--- src/tone_melody_sequencer_unit_defines.svh ---
// ----------------------------------------------------------------------------
// Tone melody sequencer assertion macros
// Shared property shorthands for the sequencer checks.
// ----------------------------------------------------------------------------
`ifndef TONE_MELODY_SEQUENCER_UNIT_DEFINES_SVH
`define TONE_MELODY_SEQUENCER_UNIT_DEFINES_SVH

// same-cycle implication
`define TMSQ_ASSERT_NOW(label, clk, rst, ante, cons) \
   label: assert property (@(posedge clk) disable iff (rst) (ante) |-> (cons)) \
      else $error("tmsq same-cycle check failed");

// next-cycle implication
`define TMSQ_ASSERT_NEXT(label, clk, rst, ante, cons) \
   label: assert property (@(posedge clk) disable iff (rst) (ante) |=> (cons)) \
      else $error("tmsq next-cycle check failed");

`endif

--- src/tmsq_ram.sv ---
// ----------------------------------------------------------------------------
// Tone melody sequencer RAM
// Simple dual-port RAM, one write and one registered read port.
// ----------------------------------------------------------------------------
`default_nettype none

module tmsq_ram #(
   parameter int WIDTH = 8,
   parameter int DEPTH = 16
) (
   input  wire logic                     clock,
   input  wire logic                     wr_en,
   input  wire logic [$clog2(DEPTH)-1:0] wr_addr,
   input  wire logic [WIDTH-1:0]         wr_data,
   input  wire logic                     rd_en,
   input  wire logic [$clog2(DEPTH)-1:0] rd_addr,
   output logic      [WIDTH-1:0]         rd_data
);

   logic [WIDTH-1:0] mem_ff [DEPTH];
   logic [WIDTH-1:0] rd_data_ff;

   always_ff @(posedge clock) begin
      if (wr_en) begin
         mem_ff[wr_addr] <= wr_data;
      end
      if (rd_en) begin
         rd_data_ff <= mem_ff[rd_addr];
      end
   end

   assign rd_data = rd_data_ff;

endmodule

`default_nettype wire

--- config.mk ---
export PLATFORM = sky130hd
export DESIGN_NAME = tmsq_ram
export DESIGN_NICKNAME = d
export VERILOG_FILES = /design/src/tone_melody_sequencer_unit_defines.svh /design/src/tmsq_ram.sv
export SDC_FILE = /design/constraint.sdc
export NUM_CORES = 1
export LEC_CHECK = 0
export ABC_AREA = 1
export BUFFER_PORTS_ARGS = -buffer_cell sky130_fd_sc_hd__buf_2
export CORE_MARGIN = 3
export CORE_UTILIZATION = 25
export DETAILED_ROUTE_END_ITERATION = 12
export GPL_TIMING_DRIVEN = 0
export HOLD_SLACK_MARGIN = 0.02
export SLEW_MARGIN = 20
export SYNTH_ARGS = -nofsm -noshare
export SYNTH_HDL_FRONTEND = slang
export SYNTH_SLANG_ARGS = --single-unit
--- constraint.sdc ---
create_clock -name clock -period 1.5 [get_ports clock]
set_input_delay 0.3 -clock clock [delete_from_list [all_inputs] [get_ports clock]]
set_output_delay 0.3 -clock clock [all_outputs]
set_load 0.01 [all_outputs]
* Yosys cells after proc, flatten, opt, wreduce, memory -nomap -nowiden *
Memory sizes are Yosys's and may differ from the RTL's. A register that Yosys moved wholly into a read port is not among the register bits.
Cells that the tools add are included.

operators by class
  mux-type cells = 2

operators with widths
  kind              count
  2-to-1 mux 1 bit  2

word-level totals
  memories = 1
  word-level logic and storage cells = 3
  bits in registers = 0
  bits in writable memories = 128
  output and inout port bits = 8

memories
  name    words  bits a word  read ports  clocked after memory_dff  write ports  RTL line        text
  mem_ff  16     8            1           1                         1            tmsq_ram.sv:20  logic [WIDTH-1:0] mem_ff [DEPTH];

* Logic depth before layout (Yosys ltp) *
  word-level depth = 2
  depth in mapped cells = 8

* Least setup slack after synthesis *
Ideal clock, no wire load.

  path type = in2reg
  start point = input port wr_addr[2]
  end point = memory mem_ff[10][0] (enable)
  required time = 1130 ps
  path buffers = 0
  setup slack = 249 ps
  arrival time = 881 ps
  cell stages on the path = 2
  cells stage by stage = nand3b_1 nor2_1

RTL lines
  what         RTL line        text
  from (decl)  tmsq_ram.sv:13  input wire logic [$clog2(DEPTH)-1:0] wr_addr,
  to (decl)    tmsq_ram.sv:20

Straight into the memory's write port.

* Worst setup path in the final report *
  start point = input port wr_addr[3]
  end point = memory mem_ff[6][6] (enable)

Straight into the memory's write port.

==> impl_metrics.py <==
metrics = {
    "outcome": {
        "outcome": "complete, no violations",
    },
    "sta": {
        "final_hold_viol_count": 0,
        "rsz0062_at_grt": "no",
        "timing_worst_slew_pin_value_ns": 0.864,
        "report.final.setup_viol": 0,
        "timing.final.max_slew_violations": 0,
        "achievable_clock_frequency_ghz": 0.737,
        "clock-skew-final_ns": 0.00828,
        "layout_worst_path_cycle_share_pct": 90.5,
        "worst_slack_ns": 0.143,
        "timing.max_slew.rel_slack_pct": 42.2,
        "min_period_ns": 1.36,
        "finalHoldWorstSlack_ns": 0.225,
        "post_route_setup_tns_ns": 0,
    },
    "grt": {
        "grt_start_max_net_pins": 17,
        "grtUsageTotal_pct": 11.9,
        "gr-total-overflow": 0,
        "grt_antenna_before_repair": 0,
        "first_global_vias": 3610,
        "grt_first_pass_wirelength_um": 22100,
    },
    "clocking": {
        "clock_sinks": 136,
        "htree_num_levels": 4,
        "clockBufferDepth": 2,
        "clk_pin_slew_ns": 0.06,
        "cts_tree": "yes",
        "worstSkewPairLatency_ns": 0.43,
        "postCtsSetupRepairBufs": 0,
        "clock-root-buffer": "sky130_fd_sc_hd__clkbuf_16",
        "cts_hold_buf": 0,
        "postCtsResizedCells": 0,
        "tritoncts.num_buffers": 17,
    },
    "setup_path": {
        "start_kind": "primary input",
        "timing_worst_setup_path_type": "in2reg",
        "worst-path-max-fanout": 8,
        "path_cells": "buf_2, nand3b_1, nor2_1",
        "r2r-end": "rd_data[1]$_DFFE_PP_",
        "cp_data_arrival_time_ns": 1.40,
        "critical_path_s_largest_stage_delay_ns": 0.71,
        "r2r.worst_path.cells": 6,
        "setup.reg_to_reg.worst_slack_ns": 0.28,
        "worst-endpoint-required_ns": 1.55,
        "r2r-start": "mem_ff[11][1]$_DFFE_PP_",
        "crit_end_category": "flip-flop",
        "critical-path-slowest-cell": "sky130_fd_sc_hd__nor2_1",
    },
    "finish": {
        "antenna_cells": 0,
        "final_cell_count_without_fillers": 918,
        "layout.nets": 612,
        "layout-drive-gt1-share_pct": 12.4,
        "final_cell_mix": "sky130_fd_sc_hd__nand2_1 (173), sky130_fd_sc_hd__edfxtp_1 (136), sky130_fd_sc_hd__inv_1 (100)",
        "area.growth.synth_to_final_pct": 18.7,
        "final_core_utilization_pct": 30.5,
        "final_common_cell": "sky130_fd_sc_hd__nand2_1",
        "final_cell_area_um2": 6940,
    },
    "route": {
        "post_drt_via_cell_ratio": 4.16,
        "drc": 0,
        "drt-pass1-iter-count": 5,
        "wl_met3_um": 873,
        "antenna_left": 0,
        "routed-wl-met2_um": 6410,
        "routed_wl_um": 14500,
        "detail_route.wirelength.met1_um": 6960,
        "detail_route.iter0.violations": 435,
        "avgRoutedWirePerCell_um": 15.8,
        "top_signal_layer_used": "met4",
        "vias": 3815,
    },
    "floorplan": {
        "num_rows": 55,
        "dieArea_um2": 25300,
        "die_w_um": 159,
        "count_of_boundary_i_o_pins": 27,
        "initial_utilization_pct": 25.7,
        "core_region_area_um2": 22800,
        "die_height_um": 159,
    },
    "power": {
        "power.ir.vdd_worst_v": 0.000779,
        "pwr_density_cell_nw_per_um2": 1300,
        "clockPowerShare_pct": 46.2,
        "total_power_mw": 9.05,
        "power_switching_mw": 2.00,
        "netSwitchingFraction_pct": 22.1,
        "p_int_mw": 7.05,
        "seqPwrFrac_pct": 47.5,
        "power.share.combinational_pct": 6.3,
        "total_leakage_power_nw": 2.90,
    },
    "placement": {
        "place.port_buffers": 23,
        "hpwlAfterDp_um": 9630,
        "routability_congestion": 0.860,
        "numPlacedInstances": 887,
        "pre_cts_ws_ns": -0.321,
        "cell_area_reported_after_detailed_placement_um2": 6350,
    },
    "synthesis": {
        "synth.yosys.seq_area_share_pct": 69.8,
        "postSynthAreaPerCell_um2": 10.6,
        "syn-instance-count": 551,
        "ys.warnings.count": 0,
        "synth-seq-cells": 136,
        "synth_cell_type_count": 11,
        "syn_nets": 570,
        "synth_area_um2": 5850,
    },
    "hold_path": {
        "hold_path_depth": 1,
        "worstHoldStart": "rd_en",
        "whs_endpoint": "rd_data[0]$_DFFE_PP_",
        "min_path_type": "in2reg",
    },
    "run": {
        "timing.max_cap.violations": 0,
    },
}
==> how the worst max path moves through the flow <==
stage,start,end,slack [ns],cells past startpoint
6_report,wr_addr[3],mem_ff[6][6]$_DFFE_PP_,0.14,3
5_1_grt,wr_addr[3],mem_ff[6][2]$_DFFE_PP_,0.06,3
4_1_cts,wr_addr[3],mem_ff[6][7]$_DFFE_PP_,0.13,3
3_5_place_dp,wr_addr[3],mem_ff[6][0]$_DFFE_PP_,-0.32,3
3_3_place_gp,wr_addr[3],mem_ff[7][0]$_DFFE_PP_,-0.29,3
2_1_floorplan,wr_addr[2],mem_ff[10][0]$_DFFE_PP_,0.25,2
==> worst max-delay path, delay by kind of cell <==
kind / cells / cell delay (ns)
and+or+nand+nor: 2 / 0.97
buffers and inverters: 1 / 0.12
==> sequential cells by signal, indices dropped and copies added, names as in the netlist <==
signal   cells
mem_ff     128
rd_data      8
==> routing by layer <==
metal	up-vias	GRT usage, %
met3	25	2.78
met5	-	0
met4	0	4.34
met2	139	17.4
li1	1861	-
met1	1790	17.2
==> cell type report <==
class / count / area, um^2
Clock inverter: 11 / 149
Buffer: 24 / 166
Timing Repair Buffer: 23 / 115
Inverter: 102 / 383
Clock buffer: 20 / 437
Fill cell: 2303 / 15800
Sequential cell: 136 / 4080
Tap cell: 313 / 392
Multi-Input combinational cell: 289 / 1210
==> synth_stat cells <==
| cell | count | area [um^2] |
|---|---|---|
| sky130_fd_sc_hd__buf_1 | 1 | 3.75 |
| sky130_fd_sc_hd__inv_2 | 2 | 7.51 |
| sky130_fd_sc_hd__buf_4 | 4 | 30.0 |
| sky130_fd_sc_hd__inv_1 | 100 | 375 |
| sky130_fd_sc_hd__buf_6 | 6 | 67.6 |
| sky130_fd_sc_hd__nand3b_1 | 2 | 15.0 |
| sky130_fd_sc_hd__nand3_1 | 97 | 485 |
| sky130_fd_sc_hd__nor2_1 | 17 | 63.8 |
| sky130_fd_sc_hd__nand2_1 | 173 | 649 |
| sky130_fd_sc_hd__buf_2 | 13 | 65.1 |
| sky130_fd_sc_hd__edfxtp_1 | 136 | 4080 |
==> cell families after synthesis <==
logic type,share of synthesized area [%]
DFF,69.8
and+or+nand+nor,20.8
buffers and inverters,9.39
==> power by group through the flow <==
| stage | registers, mW | clock network (mW) | logic (mW) |
|---|---|---|---|
| 5_1_grt | 4.31 | 4.42 | 0.627 |
| 4_1_cts | 4.30 | 4.23 | 0.568 |
| 2_1_floorplan | 4.39 | 0 | 0.300 |
| 6_report | 4.30 | 4.18 | 0.568 |
| 3_3_place_gp | 4.38 | 0 | 0.559 |
| 3_5_place_dp | 4.38 | 0 | 0.565 |
No activity file was read; power rests on OpenSTA's default activity.
