$ cat src/tone_melody_sequencer_unit_defines.svh
// ----------------------------------------------------------------------------
// Tone melody sequencer assertion macros
// Shared property shorthands for the sequencer checks.
// ----------------------------------------------------------------------------
`ifndef TONE_MELODY_SEQUENCER_UNIT_DEFINES_SVH
`define TONE_MELODY_SEQUENCER_UNIT_DEFINES_SVH

// same-cycle implication
`define TMSQ_ASSERT_NOW(label, clk, rst, ante, cons) \
   label: assert property (@(posedge clk) disable iff (rst) (ante) |-> (cons)) \
      else $error("tmsq same-cycle check failed");

// next-cycle implication
`define TMSQ_ASSERT_NEXT(label, clk, rst, ante, cons) \
   label: assert property (@(posedge clk) disable iff (rst) (ante) |=> (cons)) \
      else $error("tmsq next-cycle check failed");

`endif

$ cat src/tmsq_pkg.sv
// ----------------------------------------------------------------------------
// Tone melody sequencer package
// Field widths, codes, payload structs and sequencer states.
// ----------------------------------------------------------------------------
`default_nettype none

package tmsq_pkg;

   localparam int CLOCK_HZ_DEF    = 16000000;
   localparam int TABLE_DEPTH_DEF = 256;
   localparam int PRESCALE_DEF    = 1024;

   localparam int MODE_W  = 3;
   localparam int ADDR_W  = 8;
   localparam int FREQ_W  = 13;
   localparam int LEN_W   = 8;
   localparam int TEMPO_W = 10;
   localparam int TICK_W  = 16;
   localparam int ENTRY_W = FREQ_W + LEN_W;
   localparam int PROD_W  = TICK_W + LEN_W;
   localparam int DEN_W   = TEMPO_W + 3;

   localparam logic [MODE_W-1:0] MODE_TICK       = 3'd0;
   localparam logic [MODE_W-1:0] MODE_WRITE      = 3'd1;
   localparam logic [MODE_W-1:0] MODE_PLAY_ONCE  = 3'd2;
   localparam logic [MODE_W-1:0] MODE_PLAY_LOOP  = 3'd3;
   localparam logic [MODE_W-1:0] MODE_STOP       = 3'd4;

   localparam logic [FREQ_W-1:0] END_MARK  = 13'd0;
   localparam logic [FREQ_W-1:0] REST_MARK = 13'd1;

   typedef struct packed {
      logic [MODE_W-1:0]  mode;
      logic [ADDR_W-1:0]  address;
      logic [FREQ_W-1:0]  frequency;
      logic [LEN_W-1:0]   length;
      logic [TEMPO_W-1:0] tempo;
   } req_type;

   typedef struct packed {
      logic [FREQ_W-1:0] tone_hz;
      logic              speaker_enable;
      logic              playing;
   } rsp_type;

   typedef enum logic [2:0] {
      ST_IDLE,
      ST_EXEC,
      ST_DIV,
      ST_EVAL,
      ST_MUL
   } seq_state_type;

endpackage

`default_nettype wire

$ cat src/tmsq_div.sv
// ----------------------------------------------------------------------------
// Tone melody sequencer tempo divider
// Restoring divider, one quotient bit per cycle, constant numerator.
// ----------------------------------------------------------------------------
`default_nettype none

module tmsq_div import tmsq_pkg::*; #(
   parameter logic [63:0] NUMER = 64'd937500,
   parameter int          NUM_W = 20
) (
   input  wire logic              clock,
   input  wire logic              reset,
   input  wire logic              start,
   input  wire logic [DEN_W-1:0]  den,
   output logic                   done,
   output logic      [NUM_W-1:0]  quot
);

   localparam int CNT_W = $clog2(NUM_W + 1);

   logic              busy_ff, busy_in;
   logic [CNT_W-1:0]  cnt_ff, cnt_in;
   logic [DEN_W-1:0]  rem_ff, rem_in;
   logic [NUM_W-1:0]  quot_ff, quot_in;
   logic [DEN_W:0]    rem_sh;
   logic              fits;

   always_comb begin
      busy_in = busy_ff;
      cnt_in  = cnt_ff;
      rem_in  = rem_ff;
      quot_in = quot_ff;
      rem_sh  = {rem_ff, quot_ff[NUM_W-1]};
      fits    = rem_sh >= {1'b0, den};
      done    = busy_ff && (cnt_ff == '0);
      if (start) begin
         busy_in = 1'b1;
         cnt_in  = CNT_W'(NUM_W);
         rem_in  = '0;
         quot_in = NUM_W'(NUMER);
      end else if (busy_ff) begin
         if (cnt_ff == '0) begin
            busy_in = 1'b0;
         end else begin
            cnt_in  = cnt_ff - 1'b1;
            rem_in  = fits ? DEN_W'(rem_sh - {1'b0, den}) : rem_sh[DEN_W-1:0];
            quot_in = {quot_ff[NUM_W-2:0], fits};
         end
      end
   end

   always_ff @(posedge clock) begin
      if (reset) begin
         busy_ff <= 1'b0;
         cnt_ff  <= '0;
      end else begin
         busy_ff <= busy_in;
         cnt_ff  <= cnt_in;
      end
      rem_ff  <= rem_in;
      quot_ff <= quot_in;
   end

   assign quot = quot_ff;

endmodule

`default_nettype wire

$ cat config.mk
export PLATFORM = sky130hd
export DESIGN_NAME = tmsq_div
export DESIGN_NICKNAME = d
export VERILOG_FILES = /design/src/tone_melody_sequencer_unit_defines.svh /design/src/tmsq_pkg.sv /design/src/tmsq_div.sv
export SDC_FILE = /design/constraint.sdc
export NUM_CORES = 1
export LEC_CHECK = 0
export ABC_AREA = 1
export BUFFER_PORTS_ARGS = -buffer_cell sky130_fd_sc_hd__buf_4
export CAP_MARGIN = 20
export CORE_MARGIN = 2
export CORE_UTILIZATION = 50
export CTS_BUF_LIST = sky130_fd_sc_hd__clkbuf_8
export DETAILED_ROUTE_END_ITERATION = 8
export PLACE_DENSITY = 0.85
export SYNTH_ARGS = -nofsm -noshare
export SYNTH_HDL_FRONTEND = slang
export SYNTH_SLANG_ARGS = --single-unit
$ cat constraint.sdc
create_clock -name clock -period 1.8 [get_ports clock]
set_input_delay 0.09 -clock clock [delete_from_list [all_inputs] [get_ports clock]]
set_output_delay 0.09 -clock clock [all_outputs]
set_load 0.1 [all_outputs]
# --- Word-level counts from Yosys, hierarchy flattened ---
# Cells that the tools add are included.
totals:
  ff_bits: 39
  in_bits: 16
  output_inout_bits: 21
classes:
  addsub: 2
  magnitude_cmp: 1
  n_eq_ne: 1
  n_mux: 7
  bitwise_logic: 1
  reduce_logical: 6
op_table:
  columns: ["cell", "count"]
  rows:
  - ["2-to-1 mux 5 bit", 3]
  - ["greater-or-equal comparator 14 x 13 -> 1 bit", 1]
  - ["2-to-1 mux 13 bit", 1]
  - ["subtractor 13 bit", 1]
  - ["zero test 5 bit", 1]
  - ["subtractor 5 x 1 -> 5 bit (second input constant)", 1]
  - ["AND reduction 2 bit", 2]
  - ["2-to-1 mux 1 bit", 3]
  - ["inequality test 2 bit (second input constant)", 1]
  - ["nonzero test 2 bit", 1]
  - ["OR reduction 2 bit", 1]
  - ["logical AND 1 bit", 1]
  - ["inverter 1 bit", 1]

# --- Logic depth before layout (Yosys ltp) ---
depth:
  depth_word: 4
  mapped_depth: 14
  depth_no_buf: 14

# --- Worst setup path before layout ---
# Ideal clock, no wire load.
synth_path:
  kind: "register -> register"
  startpoint: "register quot_ff[19], in the netlist quot[19]"
  endpoint: "register rem_ff[10]"
  setup_time_ns: 0.116
  t_arrival_ns: 2.495
  required_time_ns: 1.684
  slack_ns: -0.811
  stages_incl_launch_ff: 13
  cell_sequence: "dfxtp_1 > inv_1 > ha_1 > fa_1 > inv_1 > nand2_1 > nand3_2 > nand2_4 > nand3_4 > buf_12 > nand2_1 > o21ai_1 > nand2_1"
synth_between:
  elab_chain_len: 2
synth_lines:
  columns: ["item", "line_no", "source"]
  rows:
  - ["start: declaration", "tmsq_div.sv:24", "logic [NUM_W-1:0] quot_ff, quot_in;"]
  - ["start signal: assignment", "tmsq_div.sv:61", "quot_ff <= quot_in;"]
  - ["subtractor 13 bit / greater-or-equal comparator 14 x 13 -> 1 bit (equally long branches)", "tmsq_div.sv:46, tmsq_div.sv:34", null]
  - ["2-to-1 mux 13 bit (*)", "tmsq_div.sv:46", "rem_in = fits ? DEN_W'(rem_sh - {1'b0, den}) : rem_sh[DEN_W-1:0];"]
  - ["end signal: assignment", "tmsq_div.sv:60", "rem_ff <= rem_in;"]
  - ["end: declaration", "tmsq_div.sv:23", "logic [DEN_W-1:0] rem_ff, rem_in;"]
# Every way passes the cells marked *; elsewhere a longest branch is shown, timed or not.
# A chain may end at the register's enable or synchronous reset.

# --- Worst setup path after layout ---
layout_path:
  startpoint: "register rem_ff[2]"
  endpoint: "register rem_ff[6]"
layout_between:
  elab_chain_len: 2
layout_lines:
  columns: ["item", "line_no"]
  rows:
  - ["subtractor 13 bit / greater-or-equal comparator 14 x 13 -> 1 bit (equally long branches)", "tmsq_div.sv:46, tmsq_div.sv:34"]
  - ["2-to-1 mux 13 bit (*)", "tmsq_div.sv:46"]
# Marked as above.

==> reports/metrics.csv <==
stage,metric,value,unit
run_status,status,"complete, but fails checks",
run_status,failing checks,setup timing,
power_and_ir_drop,PwrDens,655.0,nW/um2
min_path,hold depth,3,
critical_path,crit path DAT,2.06,ns
final_layout,"commonest non-fill, non-tap cell in the layout",nand2_1,
timing,Final Max Tran Viols,0,
logic_synthesis,Cells after Synth,355,
clock_tree,CTS tree,built,
critical_path,crit path buf inv count,3,
logic_synthesis,Cell variety after synth,34,
min_path,hold_sp,start,
clock_tree,clock sinks,39,
timing,period utilization,103.3,%
power_and_ir_drop,Clock power frac,29.4,%
timing,Final Hold Fails,0,
run,maximum capacitance violations,0,
critical_path,RR Endpoint,rem_ff[6],
logic_synthesis,post-synthesis register bit count,39,
global_routing,vias in the first global route,2297,
routing,drt first pass iters,5,
place,Detailed Place HPWL,4529,um
place,pre-CTS setup slack,-0.02599,ns
min_path,Min-Delay Endpoint,cnt_ff[0],
power_and_ir_drop,peak supply drop,0.5135,mV
critical_path,Reg2Reg Depth,13,
clock_tree,H-Tree Depth,2,
routing,Detailed Route Iter0 Violations,142,
clock_tree,Worst-path clk slew,0.08,ns
critical_path,Slowest cell on crit path,ha_2,
final_layout,# fillers,370,
critical_path,"slowest stage delay, CP",0.39,ns
power_and_ir_drop,Comb pwr share,26.7,%
routing,Vias,2515,
final_layout,share of cells above drive strength 1,32.85,%
critical_path,worst reg2reg startpoint,rem_ff[2],
global_routing,initial antenna violation count,0,
final_layout,"commonest non-fill, non-tap cells in the layout","89 x nand2_1, 66 x inv_1, 55 x buf_4, 32 x dfxtp_1, 20 x nor2_1",
power_and_ir_drop,net switching power,0.7546,mW
die,Die Footprint,5415,um2
timing,clock skew,0.003400,ns
global_routing,global-route wire length before repair,10060,um
critical_path,r2r setup slk,-0.06,ns
power_and_ir_drop,Pint,1.345,mW
clock_tree,clk_lat worst skew,0.30,ns
die,Initial Util,51.60,%
global_routing,gr ovfl total,0,
routing,drt via density,5.340,
timing,slew margin rel.,76.44,%
power_and_ir_drop,Reg power frac,43.9,%
final_layout,fin nets,447,
timing,RSZ-0062 raised after global routing,true,
clock_tree,CTS Buf Count,5,
logic_synthesis,Syn Area/Cell,6.820,um2
critical_path,WS Path Type,flop to flop,
clock_tree,Root Driver,clkbuf_8,
global_routing,pin count of the biggest net entering global routing,18,
critical_path,Startpoint Class,flop,
clock_tree,Clock Path Buffers,2,
routing,Total Wirelength,6508,um
die,Top Ports,37,
power_and_ir_drop,switch share,35.94,%
critical_path,Critical Path RT,2.00,ns
critical_path,"delay-heaviest family, CP",simple AND/OR/NAND/NOR gates,
place,GPL Wtd Cong,0.8846,
min_path,HP Class,input pin to flop,
critical_path,most frequent CP cell,nand2_1,
die,# rows,25,
final_layout,antenna cell count,0,
timing,Worst Max-Slew Pin Slew,0.3531,ns
final_layout,Area Growth Syn to Fin,32.40,%
logic_synthesis,Post-Syn Nets,386,
die,Die X,73.59,um
logic_synthesis,register area share after synthesis,32.25,%
routing,post-route ant nets,0,
die,Die H,73.59,um
logic_synthesis,synth warn,0,
global_routing,GRT Total Usage,23.77,%
routing,DR WL/cell,13.82,um
power_and_ir_drop,leakage,1.754,nW
die,area of the core,4692,um2
timing,fmax,537.8,MHz
timing,Final setup viols,13,
timing,final worst slack,-0.05937,ns
critical_path,Crit Path Max Fanout,7,
timing,fin crit period,1.859,ns
place,PortBufs,36,
critical_path,cells along the critical path,"ha_2, nand2_1, nor2_1, nand2_1, inv_1, nand2_1, nand2_1, nor2_2, buf_4, nand4_1, nand3_2, nand2_2, inv_1",
logic_synthesis,Netlist Area Pre-Place,2421,um2
critical_path,critical path capture point type,flop,
routing,DR DRC count,0,
final_layout,final core occ,68.32,%
[synthesized netlist by cell type (all sizes together)]
cell type / count / area share (%)
nand4: 9 / 2.3
o21bai: 1 / 0.31
and2: 1 / 0.26
nand3: 26 / 8.2
a21oi: 9 / 1.9
a211oi: 1 / 0.31
o22ai: 8 / 2.1
a22oi: 10 / 3.1
ha: 14 / 7.2
inv: 77 / 12
nor2: 29 / 5.0
xor2: 3 / 1.1
o21ai: 9 / 1.9
xnor2: 1 / 0.36
dfxtp: 39 / 32
a21boi: 1 / 0.31
o211ai: 2 / 0.62
a31oi: 1 / 0.26
fa: 1 / 0.83
or2: 2 / 0.52
a2bb2oi: 1 / 0.36
nand2: 103 / 17
buf: 7 / 2.3
[stage by stage]
stage               setup TNS (ns)  cell area (um2)  instances  power (mW)  hold WS (ns)
floorplan                   -1.315             2447        355       1.326        0.1591
detailed placement        -0.04981             2885        457       1.471        0.2803
global placement                 0             2885        457       1.461        0.2788
global route                -1.801             3206        471       2.193       0.09991
CTS                              0             3028        467       2.092       0.08607
finish                     -0.4019             3206        471       2.100       0.08854
[flip-flops by register name, indices dropped and copies added, names as in the netlist]
register,flops
cnt_ff,5
rem_ff,13
quot,20
busy_ff,1
[worst min-delay path, cell delays in order]
cell and delay [ns]:
buf_4 0.09, or2_2 0.12, a21oi_1 0.04
[layer usage]
layer	share of wire, %	GRT usage, %	vias to the layer above
li1	-	-	1249
met1	41	29.22	1163
met2	51	41.37	91
met3	6.5	5.213	12
met4	1.4	7.071	0
met5	0	0	-
[layout make-up]
type                    count  area [um2]  share of cell area (%)
clock buffers               5       68.82                   2.147
flip-flops and latches     39       792.0                   24.71
multi-input cells         235        1509                   47.07
clock inverters             3       22.52                  0.7026
well taps                  54       67.56                   2.108
inverters                  77       291.5                   9.094
repair buffers             58       454.2                   14.17
[power by group through the flow]
stage / Combinational (mW) / Clock, mW / Sequential, mW
3_5_place_dp: 0.531 / 0 / 0.940
3_3_place_gp: 0.523 / 0 / 0.938
4_1_cts: 0.538 / 0.634 / 0.920
6_report: 0.560 / 0.618 / 0.922
5_1_grt: 0.602 / 0.666 / 0.925
2_1_floorplan: 0.217 / 0 / 1.11
[cell families after synthesis]
group	Yosys count	synth area share (%)
xor+xnor	4	1.447
compound gates	43	11.06
simple gates	170	32.97
fa+ha+maj	15	8.062
buf+inv	84	14.21
flops	39	32.25
[how the worst max path moves through the flow]
stage                    start    endpoint  cells past startpoint
detailed placement   rem_ff[4]  rem_ff[10]                     11
CTS                 rem_ff[10]   rem_ff[5]                     13
global route        rem_ff[11]   rem_ff[8]                     13
floorplan             quot[19]  rem_ff[10]                     12
finish               rem_ff[2]   rem_ff[6]                     13
global placement      quot[19]   rem_ff[9]                     11
[repair_timing]
action	4_1_cts	5_1_grt
setup endpoints to repair	11	14
resized for setup	7	32
endpoints found under the hold margin	3	0
gates cloned	1	2
setup buffers	0	2
hold buffers	1	0
pin swaps	0	23
No activity file was read; power rests on OpenSTA's default activity.
